**src/rtl/swf_pkg.sv**
```systemverilog
package swf_pkg;

    localparam int unsigned SYNC_LEN = 5;

    typedef enum logic [2:0] {
        PH_HUNT0   = 3'd0,
        PH_HUNT1   = 3'd1,
        PH_HUNT2   = 3'd2,
        PH_HUNT3   = 3'd3,
        PH_HUNT4   = 3'd4,
        PH_TYPE    = 3'd5,
        PH_LENGTH  = 3'd6,
        PH_PAYLOAD = 3'd7
    } t_phase;

    typedef enum logic {
        FUNC_BYTE  = 1'b0,
        FUNC_CLEAR = 1'b1
    } t_func;

    localparam logic [7:0] SYNC_B0 = 8'h57;  // W
    localparam logic [7:0] SYNC_B1 = 8'h41;  // A
    localparam logic [7:0] SYNC_B2 = 8'h4C;  // L
    localparam logic [7:0] SYNC_B3 = 8'h44;  // D
    localparam logic [7:0] SYNC_B4 = 8'h4F;  // O

    function automatic logic [7:0] sync_byte(input t_phase phase);
        logic [7:0] b;
        unique case (phase)
            PH_HUNT0: b = SYNC_B0;
            PH_HUNT1: b = SYNC_B1;
            PH_HUNT2: b = SYNC_B2;
            PH_HUNT3: b = SYNC_B3;
            PH_HUNT4: b = SYNC_B4;
            default:  b = 8'h00;
        endcase
        return b;
    endfunction

endpackage

```
**src/rtl/sync_word_frame_deframer.sv**
```systemverilog
// Sync word deframer for a received byte stream.
// Slave channel: one received byte per transaction on s_axis_tdata; s_axis_tuser
// set means clear, which drops any partial frame and restarts the sync hunt.
// Master channel: one result per payload byte, carrying the frame's type byte,
// the payload byte and the declared length in m_axis_tdata; m_axis_tuser is
// set when a payload byte is present and clear for the single result of a
// zero-length frame; m_axis_tlast marks the final result of a frame.
// Sync bytes, the type byte and a nonzero length byte give no result.
// A result is registered: it appears in the cycle after the byte that causes it.
// Throughput: one byte per cycle while no result waits on m_axis_tready, set by
// the single output register; the phase update is done in the same cycle the byte is accepted.
// Stall: while a result waits on m_axis_tready, s_axis_tready follows
// m_axis_tready, so a byte is taken in the same cycle the waiting result leaves.
// Reset: synchronous, active low; returns to hunting the first sync byte,
// clears the held type and length and empties the output register.
module sync_word_frame_deframer (
    input  logic        i_clk,
    input  logic        i_rst_n,
    input  logic        s_axis_tvalid,
    output logic        s_axis_tready,
    input  logic [7:0]  s_axis_tdata,   // rx_byte
    input  logic [0:0]  s_axis_tuser,   // func
    output logic        m_axis_tvalid,
    input  logic        m_axis_tready,
    output logic [23:0] m_axis_tdata,   // cmd_type, payload_byte, payload_length
    output logic [0:0]  m_axis_tuser,   // payload_present
    output logic        m_axis_tlast    // frame_last
);

    swf_pkg::t_phase r_phase, n_phase;
    logic [7:0]      r_type, n_type;
    logic [7:0]      r_len, n_len;
    logic [7:0]      r_rem, n_rem;

    logic            r_m_valid, n_m_valid;
    logic [7:0]      r_o_type, n_o_type;
    logic [7:0]      r_o_byte, n_o_byte;
    logic [7:0]      r_o_len, n_o_len;
    logic            r_o_present, n_o_present;
    logic            r_o_last, n_o_last;

    logic            accept;
    logic            emit;
    logic [7:0]      rem_dec;

    assign s_axis_tready = !r_m_valid || m_axis_tready;
    assign accept        = s_axis_tvalid && s_axis_tready;
    assign rem_dec       = (r_rem != 8'd0) ? r_rem - 8'd1 : 8'd0;

    always_ff @(posedge i_clk) begin
        if (!i_rst_n) begin
            r_phase   <= swf_pkg::PH_HUNT0;
            r_type    <= 8'd0;
            r_len     <= 8'd0;
            r_rem     <= 8'd0;
            r_m_valid <= 1'b0;
        end else begin
            r_phase   <= n_phase;
            r_type    <= n_type;
            r_len     <= n_len;
            r_rem     <= n_rem;
            r_m_valid <= n_m_valid;
        end
    end

    always_ff @(posedge i_clk) begin
        if (emit) begin
            r_o_type    <= n_o_type;
            r_o_byte    <= n_o_byte;
            r_o_len     <= n_o_len;
            r_o_present <= n_o_present;
            r_o_last    <= n_o_last;
        end
    end

    always_comb begin
        n_phase     = r_phase;
        n_type      = r_type;
        n_len       = r_len;
        n_rem       = r_rem;
        emit        = 1'b0;
        n_o_byte    = 8'd0;
        n_o_present = 1'b0;
        n_o_last    = 1'b0;
        if (accept) begin
            if (swf_pkg::t_func'(s_axis_tuser[0]) == swf_pkg::FUNC_CLEAR) begin
                n_phase = swf_pkg::PH_HUNT0;
                n_type  = 8'd0;
                n_len   = 8'd0;
                n_rem   = 8'd0;
            end else begin
                unique case (r_phase)
                    swf_pkg::PH_HUNT0, swf_pkg::PH_HUNT1, swf_pkg::PH_HUNT2,
                    swf_pkg::PH_HUNT3, swf_pkg::PH_HUNT4: begin
                        if (s_axis_tdata == swf_pkg::sync_byte(r_phase)) begin
                            n_phase = swf_pkg::t_phase'(r_phase + 3'd1);
                        end else if (s_axis_tdata == swf_pkg::SYNC_B0) begin
                            n_phase = swf_pkg::PH_HUNT1;
                        end else begin
                            n_phase = swf_pkg::PH_HUNT0;
                        end
                    end
                    swf_pkg::PH_TYPE: begin
                        n_type  = s_axis_tdata;
                        n_phase = swf_pkg::PH_LENGTH;
                    end
                    swf_pkg::PH_LENGTH: begin
                        n_len = s_axis_tdata;
                        n_rem = s_axis_tdata;
                        if (s_axis_tdata == 8'd0) begin
                            n_phase  = swf_pkg::PH_HUNT0;
                            emit     = 1'b1;
                            n_o_last = 1'b1;
                        end else begin
                            n_phase = swf_pkg::PH_PAYLOAD;
                        end
                    end
                    swf_pkg::PH_PAYLOAD: begin
                        n_rem       = rem_dec;
                        emit        = 1'b1;
                        n_o_byte    = s_axis_tdata;
                        n_o_present = 1'b1;
                        n_o_last    = (rem_dec == 8'd0);
                        if (rem_dec == 8'd0) begin
                            n_phase = swf_pkg::PH_HUNT0;
                        end
                    end
                endcase
            end
        end
        n_o_type  = n_type;
        n_o_len   = n_len;
        n_m_valid = emit || (r_m_valid && !m_axis_tready);
    end

    assign m_axis_tvalid = r_m_valid;
    assign m_axis_tdata  = {r_o_len, r_o_byte, r_o_type};
    assign m_axis_tuser  = r_o_present;
    assign m_axis_tlast  = r_o_last;

endmodule

```
**config.mk**
```make
export PLATFORM = sky130hd
export DESIGN_NAME = sync_word_frame_deframer
export DESIGN_NICKNAME = d
export VERILOG_FILES = /design/src/rtl/swf_pkg.sv /design/src/rtl/sync_word_frame_deframer.sv
export SDC_FILE = /design/constraint.sdc
export NUM_CORES = 1
export LEC_CHECK = 0
export BUFFER_PORTS_ARGS = -buffer_cell sky130_fd_sc_hd__buf_2
export CAP_MARGIN = 40
export CORE_ASPECT_RATIO = 0.9
export CORE_MARGIN = 5
export CORE_UTILIZATION = 25
export CTS_BUF_LIST = sky130_fd_sc_hd__clkbuf_8
export CTS_CLUSTER_SIZE = 8
export DETAILED_ROUTE_END_ITERATION = 16
export PLACE_DENSITY = 0.51
export SYNTH_ARGS = -nofsm -noshare
export SYNTH_HDL_FRONTEND = slang
export SYNTH_SLANG_ARGS = --single-unit
```
**constraint.sdc**
```tcl
create_clock -name i_clk -period 3.72 [get_ports i_clk]
set_clock_uncertainty 0.1 [all_clocks]
set_input_delay 0.372 -clock i_clk [delete_from_list [all_inputs] [get_ports i_clk]]
set_output_delay 0.372 -clock i_clk [all_outputs]
set_load 0.1 [all_outputs]
```
# Word level (Yosys, flattened, before mapping)
# Index checks and enable logic that the tools add are counted.
dict set report classes {
  add_sub_neg 2
  n_eq_ne 10
  mux 25
  n_bitwise 2
  n_reduce_logical 16
}
# op n
set op_table {}
lappend op_table {{$mux W8} 11}
lappend op_table {{$pmux W7 S5} 1}
lappend op_table {{$logic_not A8 Y1} 2}
lappend op_table {{$pmux W8 S2} 1}
lappend op_table {{$eq A3 B3 Y1 const B} 4}
lappend op_table {{$mux W3} 4}
lappend op_table {{$pmux W3 S4} 1}
lappend op_table {{$eq A8 B7 Y1 const B} 1}
lappend op_table {{$eq A8 B8 Y1} 1}
lappend op_table {{$reduce_bool A8 Y1} 1}
lappend op_table {{$sub A8 B1 Y8 const B} 1}
lappend op_table {{$eq A3 B2 Y1 const B} 2}
lappend op_table {{$mux W1} 5}
lappend op_table {{$reduce_or A5 Y1} 1}
lappend op_table {{$pmux W1 S2} 2}
lappend op_table {{$reduce_and A2 Y1} 2}
lappend op_table {{$add A3 B1 Y3 const B} 1}
lappend op_table {{$eq A3 B1 Y1 const B} 1}
lappend op_table {{$logic_not A3 Y1} 1}
lappend op_table {{$ne A3 B3 Y1 const B} 1}
lappend op_table {{$reduce_bool A3 Y1} 1}
lappend op_table {{$reduce_or A3 Y1} 1}
lappend op_table {{$logic_and A1 B1 Y1} 2}
lappend op_table {{$logic_not A1 Y1} 2}
lappend op_table {{3 further kinds} 5}
dict set report word_totals {
  reg_bits 54
  in_bits 13
  out_inout_bits 28
  elab_cells 65
}

# Logic depth before layout (Yosys ltp)
# Gate-level depths: netlist of the first run.
dict set report logic_depth {
  ltp_word 9
  depth_mapped 8
  depth_no_buf 8
}

# Worst setup path before layout of the first run
# No wires, ideal clock.
dict set report synth_path {
  path_kind {reg2reg}
  start {reg r_m_valid, in the netlist m_axis_tvalid}
  end {reg r_o_last, in the netlist m_axis_tlast, enable pin}
  setup_ps 383
  t_arrival_ps 3050
  required_time_ps 3237
  setup_slack_ps 187
  stages_incl_launch_ff 6
  path_buffers 0
  synth_period_minus_slack_ps 3533
  cell_sequence {dfxtp_1 nand2b_1 nand2_1 nor3_1 nand2_1 nand2_1}
}
dict set report synth_between {
  elab_chain_len 4
}
# element line
set synth_lines {}
lappend synth_lines {{from (decl)} sync_word_frame_deframer.sv:35} ;# logic r_m_valid, n_m_valid;
lappend synth_lines {{from (signal assigned)} sync_word_frame_deframer.sv:62} ;# r_m_valid <= n_m_valid;
lappend synth_lines {{$logic_not A1 Y1} sync_word_frame_deframer.sv:46} ;# assign s_axis_tready = !r_m_valid || m_axis_tready;
lappend synth_lines {{$logic_or A1 B1 Y1} sync_word_frame_deframer.sv:46}
lappend synth_lines {{via s_axis_tready} sync_word_frame_deframer.sv:20} ;# output logic s_axis_tready,
lappend synth_lines {{$logic_and A1 B1 Y1} sync_word_frame_deframer.sv:47} ;# assign accept = s_axis_tvalid && s_axis_tready;
lappend synth_lines {{$mux W1} sync_word_frame_deframer.sv:85} ;# if (accept) begin
lappend synth_lines {{via emit} sync_word_frame_deframer.sv:43} ;# logic emit;
lappend synth_lines {{to (signal assigned)} sync_word_frame_deframer.sv:72} ;# r_o_last <= n_o_last;
lappend synth_lines {{to (decl)} sync_word_frame_deframer.sv:40} ;# logic r_o_last, n_o_last;
# The timed path passes the listed nets, and every way through them passes these cells.
# A chain may end at the register's enable or synchronous reset.

# Final worst setup path of the first run
dict set report layout_path {
  start {reg r_phase[0]}
  end {reg r_phase[0]}
}
dict set report layout_between {
  elab_chain_len 9
  word_cells_on_any_way 20
  classes_between {add/sub: 1; eq/ne: 9; mux: 7; reduce/logical: 3}
}
# element line
set layout_lines {}
lappend layout_lines {{from (decl)} sync_word_frame_deframer.sv:30} ;# swf_pkg::t_phase r_phase, n_phase;
lappend layout_lines {{from (signal assigned)} sync_word_frame_deframer.sv:52} ;# r_phase <= swf_pkg::PH_HUNT0;
lappend layout_lines {{from (signal assigned)} sync_word_frame_deframer.sv:58} ;# r_phase <= n_phase;
lappend layout_lines {{$eq A3 B3 Y1 (tied with other cells)} {swf_pkg.sv:29, sync_word_frame_deframer.sv:92}}
lappend layout_lines {{$pmux W7 S5} swf_pkg.sv:29} ;# unique case (phase)
lappend layout_lines {{$mux W8} sync_word_frame_deframer.sv:92} ;# unique case (r_phase)
lappend layout_lines {{$mux W8} sync_word_frame_deframer.sv:86} ;# if (swf_pkg::t_func'(s_axis_tuser[0]) == swf_pkg::FUNC_CLEAR) begin
lappend layout_lines {{$mux W8} sync_word_frame_deframer.sv:85}
lappend layout_lines {{$eq A8 B8 Y1} sync_word_frame_deframer.sv:95} ;# if (s_axis_tdata == swf_pkg::sync_byte(r_phase)) begin
lappend layout_lines {{$mux W3} sync_word_frame_deframer.sv:95}
lappend layout_lines {{$pmux W3 S4} sync_word_frame_deframer.sv:92}
lappend layout_lines {{$mux W3} sync_word_frame_deframer.sv:86}
# Parallel ways exist; a longest one is shown, timed or not. The select of a mux whose other input is x is not followed.

==> results of run 1 <==
## registers in the layout, indices dropped and copies added (netlist names)
signal / flops
m_axis_tlast: 1
r_len: 8
r_phase: 3
r_o_type: 8
r_o_len: 8
m_axis_tuser: 1
r_rem: 8
r_type: 8
m_axis_tvalid: 1
r_o_byte: 8
## layer usage
layer  track usage (%)  vias up  share of wire (%)
met5                 0        -                  0
met4              2.68        0               0.86
met3              2.77        8                6.8
met2              16.4       75                 45
met1              14.8      942                 47
li1                  -      945                  -
## power by group through the flow
stage	registers (uW)	logic [uW]	clock network (uW)
finish	616	40.5	322
global route	616	44.3	357
CTS	616	40.4	333
detailed placement	630	40.0	0
global placement	630	40.3	0
floorplan	630	17.7	0
## cells by family after synthesis
family	after synthesis	share of synthesized area, %
fa+ha+maj	7	3.52
flops	54	54.0
xor+xnor	8	2.82
mux	4	1.61
compound gates	57	15.4
simple gates	92	20.3
buf+inv	16	2.42
## worst reg2reg max path: stages (launching register included)
cell     delay, ps
dfxtp_1        410
inv_1          100
ha_1           260
or3_1          400
a21oi_2        150
xnor2_1        110
nor4_4         360
mux2i_1        130
o32ai_1        250
## cell usage after synthesis, types with 4 or more instances
master	number	area share [%]
edfxtp_1	26	31
dfxtp_1	28	23
ha_1	7	3.5
a21oi_1	12	2.4
and2_1	32	8.1
mux2i_1	4	1.6
nor3_1	6	1.2
a22o_1	11	3.9
xnor2_1	5	1.8
clkbuf_1	6	0.91
inv_1	8	1.2
nand3_1	8	1.6
o21ai_0	11	2.2
nor2_1	11	1.7
a21o_1	5	1.5
nand2_1	21	3.2
## area by class of cell
type / count / share of cell area [%]
sequential: 54 / 45.9
multi-input combinational: 168 / 37.1
timing repair buffer: 43 / 7.53
tap: 126 / 5.39
clock buffer: 5 / 2.35
inverter: 9 / 1.16
clock inverter: 3 / 0.599
## final timing paths
path                                         startpoint                       end  slack (ps)  depth (start not counted)
worst min-delay path                      m_axis_tready  m_axis_tvalid$_SDFF_PN0_         360                          3
worst max-delay path            r_phase[0]$_SDFFE_PN0P_   r_phase[0]$_SDFFE_PN0P_        1360                          8
worst min register to register    r_rem[7]$_SDFFE_PN0P_     r_rem[7]$_SDFFE_PN0P_         400                          2
worst max register to register  r_phase[0]$_SDFFE_PN0P_   r_phase[0]$_SDFFE_PN0P_        1360                          8
## stage by stage
stage	worst slack, ps	util [%]	area (um^2)
2_1_floorplan	187	-	2490
3_3_place_gp	1260	29.2	2830
3_5_place_dp	1300	29.3	2840
4_1_cts	1370	30.1	2920
5_1_grt	1160	30.1	2920
6_report	1360	30.1	2920
==> results.cfg, run 1 <==
[outcome]
outcome = completed

[grt]
grt-ovfl-total = 0
grt_pass1_wl_mm = 10.1
grtUsageTotal_pct = 10.6
grt_pass1_vias = 1927
antenna_found_initial = 0
grt_max_degree = 27

[sta]
timing.final.crit_period_ps = 2360
whs_ps = 360
maxSlewHeadroom_pct = 52.2
hold_violations = 0
finalCritPeriodShare_pct = 63.5
worstMarginPinSlew_ps = 712
grt_setup_unrepaired = false
slew_violations = 0
setup_viol = 0
fmax_ghz = 0.424
finalSetupTns_ps = 0

[power_and_ir_drop]
power.share.clock_pct = 32.9
p_seq_share_pct = 63.0
powerDensity_nw_per_um2 = 335
ir_drop_uv = 171
sw_frac_of_total_pct = 22.5
p_total_uw = 979
leakage_uw = 0.00125
pwr-share-comb_pct = 4.1
p_switching_uw = 220
power.internal_uw = 759

[worst_setup_path]
critPathMaxStageDelay_ps = 410
worstSetupStartpointType = flop
criticalPathCategory = reg -> reg
critPathTopFamily = simple AND/OR/NAND/NOR gates
end_kind = flop
cp.required_ps = 3830
crit_slowest_cell = dfxtp_1
arrival_ps = 2470
path_cells = inv_1, ha_1, or3_1, a21oi_2, xnor2_1, nor4_4, mux2i_1, o32ai_1
cp_max_fo = 5
path_buf_inv = 1

[logic_synthesis]
ys.flop_type = dfxtp_1
netlist_area_um2 = 2490
yosys.cell_types.count = 41
yosys_warnings = 0
syn-num-nets = 258
seq_area_frac_synth_pct = 54.0
synthArstFlopShare_pct = 0
synth_edf_count = 26
syn_area_per_cell_um2 = 10.4
netlist_instances = 238
synth-seq-cells = 54

[route]
viasPerCell = 4.83
detail-route-antenna-nets = 0
post_drt_wl_per_cell_um = 15.2
drt_wl_total_mm = 6.20
drtIter0Drc = 165
firstDrtPassIters = 5
drc = 0
via_count = 1970

[clock_tree]
cts-buffers-inserted = 5
path_clk_slew_ps = 100
clock-sinks = 54
cts_hold_buf = 0
tritoncts = yes
cts_max_path_buffers = 2
cts_max_level = 2
clk_latency_ps = 300
cts_root_buf = clkbuf_8
cts_resized = 0
post_cts.repair.setup_buffers = 0

[floorplan]
core_um2 = 9700
die_w_um = 115
fp-row-count = 34
io_pins = 41
initial_core_util_pct = 25.6
fp.dieH_um = 105
dieArea_um2 = 12000

[worst_hold_path]
min_path_type = in -> reg

[cells_and_area]
layout_common_cells = buf_2 (41), and2_1 (32), dfxtp_1 (28), edfxtp_1 (26), nand2_1 (21)
nFillCells = 1019
nets = 301
diodes = 0
multiInputGateArea_um2 = 1080
final_common_cell = buf_2
regArea_um2 = 1340
area_growth_pct = 17.6
final_cells = 408
drive_gt1_share_pct = 19.1

[place]
io_buffers = 40
gp_congestion = 0.867
dp.final_hpwl_mm = 4.45
post-place-cells = 400

[run]
drv_cap = 0
(Power assumes the default switching activity.)
==> inputs of run 2 (changes only) <==
Settings changed: ABC_AREA set to 1, PLACE_DENSITY 0.51 to 0.5.
Clock period 3.72 ns to 2.33 ns, I/O delays scaled along.
==> results.cfg, run 2 <==
[route]
drc = 0
viasPerCell = 4.48
post_drt_wl_per_cell_um = 13.3
drt_wl_total_mm = 7.14
drtIter0Drc = 145
firstDrtPassIters = 4
via_count = 2414
detail-route-antenna-nets = 0

[worst_setup_path]
end_kind = flop
arrival_ps = 1890
timing.rr.start = r_phase[0]$_SDFFE_PN0P_
r2r_cells = 6
rrSetupSlack_ps = 320
r2r-end = r_o_len[6]$_DFFE_PP_
cp_max_fo = 26
cp.required_ps = 2210
worstSetupStartpointType = flop
criticalPathCategory = reg -> reg

[logic_synthesis]
synth_most_common_cell = nand2_1
yosys-top-cells-area = edfxtp_1 (28%), dfxtp_1 (20%), nand2_1 (16%), inv_1 (5.5%), a21oi_1 (5.3%)
synth-seq-cells = 54
synth_top_area_cell = edfxtp_1
synth_edf_count = 26
ys_top_cells_by_count = nand2_1 (117), inv_1 (40), a21oi_1 (29)
netlist.area_leader.share_pct = 28.5
yosys_warnings = 0
synthArstFlopShare_pct = 0
ys.flop_type = dfxtp_1
seq_area_frac_synth_pct = 48.9
syn_area_per_cell_um2 = 7.62
netlist_instances = 360
yosys.cell_types.count = 24
syn-num-nets = 380
netlist_area_um2 = 2740

[clock_tree]
cts_hold_buf = 0
post_cts.repair.setup_buffers = 0
cts_resized = 0
cts_root_buf = clkbuf_8
cts_max_level = 2
path_clk_slew_ps = 100
cts_max_path_buffers = 2
cts-buffers-inserted = 5
clk_latency_ps = 310
clock-sinks = 54
tritoncts = yes

[sta]
grt_setup_unrepaired = false
finalSetupTns_ps = 0
fmax_ghz = 0.497
timing.final.crit_period_ps = 2010
setup_viol = 0
finalCritPeriodShare_pct = 86.3
hold_violations = 0
slew_violations = 0
maxSlewHeadroom_pct = 67.3
worstMarginPinSlew_ps = 495

[cells_and_area]
area_growth_pct = 17.2
nets = 425
layout_common_cells = nand2_1 (115), inv_1 (41), buf_2 (40), a21oi_1 (29), nand3_1 (28)
final_common_cell = nand2_1
fin_util_pct = 29.9
nFillCells = 1185
drive_gt1_share_pct = 18.2
diodes = 0

[floorplan]
dieArea_um2 = 13200
fp-row-count = 36
core_um2 = 10800
fp.dieH_um = 109
io_pins = 41
die_w_um = 120
initial_core_util_pct = 25.5

[power_and_ir_drop]
ir_drop_uv = 221
powerDensity_nw_per_um2 = 529
leakage_uw = 0.00148

[grt]
grt-ovfl-total = 0
grt_max_degree = 27
grt_pass1_vias = 2261
grt_pass1_wl_mm = 11.5
antenna_found_initial = 0
grtUsageTotal_pct = 11.0

[worst_hold_path]
min_from = i_rst_n
min_path_type = in -> reg
hold_path_depth = 3
hold_end = r_phase[0]$_SDFFE_PN0P_

[place]
dp.final_hpwl_mm = 5.34
io_buffers = 40
gp_congestion = 0.850

[run]
drv_cap = 0

[outcome]
outcome = completed
## run 2: cell types whose count changed in the layout (fill, tap and decap cells not counted), sizes merged, moves of 6 or more
cell   change
nand2    +102
a22o      -11
nand3     +21
nor2      +19
and2      -33
nand4      +7
o21ai      +6
inv       +37
a21oi     +16
## run 2: cell families after synthesis
group / share of synthesized area (%)
AND/OR/NAND/NOR: 31.2
flip-flops: 48.9
buffers and inverters: 7.52
AO/OA/AOI/OAI: 8.89
adder cells (fa/ha/maj): 3.19
XOR/XNOR: 0.319
## run 2: area by class of cell
type,count,area [um^2],share of cell area [%]
Clock buffer,5,68.8,2.14
Clock inverter,3,17.5,0.545
Inverter,46,173,5.37
Multi-Input combinational cell,253,1210,37.7
Sequential cell,54,1340,41.7
Tap cell,133,166,5.17
Timing Repair Buffer,45,238,7.39
## run 2: worst max-delay path, stage by stage, from the launching register on
cell	delay (ps)
dfxtp_1	370
inv_1	130
ha_1	190
nand2_1	210
inv_1	170
nand3_1	170
nand2_4	340
## run 2: worst max path at each step
stage	from	to	slack (ps)
final	r_phase[0]$_SDFFE_PN0P_	r_o_len[6]$_DFFE_PP_	320
after detailed placement	r_phase[0]$_SDFFE_PN0P_	r_o_type[3]$_DFFE_PP_	330
after global routing	r_phase[1]$_SDFFE_PN0P_	r_phase[0]$_SDFFE_PN0P_	140
after floorplan	m_axis_tvalid$_SDFF_PN0_	m_axis_tlast$_SDFFCE_PP0P_	110
after global placement	r_phase[1]$_SDFFE_PN0P_	r_phase[0]$_SDFFE_PN0P_	390
after CTS	r_phase[0]$_SDFFE_PN0P_	r_o_type[3]$_DFFE_PP_	310
## run 2: through the flow
step                      std cells  power (uW)  cell area (um^2)  hold slack, ps  setup slack [ps]
after global placement          531        1190              3130             360               393
final                           539        1700              3220            64.5               319
after CTS                       539        1730              3220            57.7               312
after global routing            539        1780              3220            65.8               139
after floorplan                 360        1130              2760             231               107
after detailed placement        531        1190              3130             364               333
## run 2: power breakdown
part	switching, uW	total [uW]	internal (uW)	leakage, uW
clock	325	536	211	0.0000497
sequential	6.99	997	990	0.000487
combinational	117	168	51.1	0.000941
total	449	1700	1250	0.00148
## run 2: per-layer routing
layer | GRT usage (%) | vias to the layer above | share of wire (%)
met4 | 3.56 | 0 | 1.0
li1 | - | 1263 | -
met2 | 17.4 | 55 | 44
met1 | 14.9 | 1090 | 49
met3 | 2.42 | 6 | 6.1
met5 | 0 | - | 0
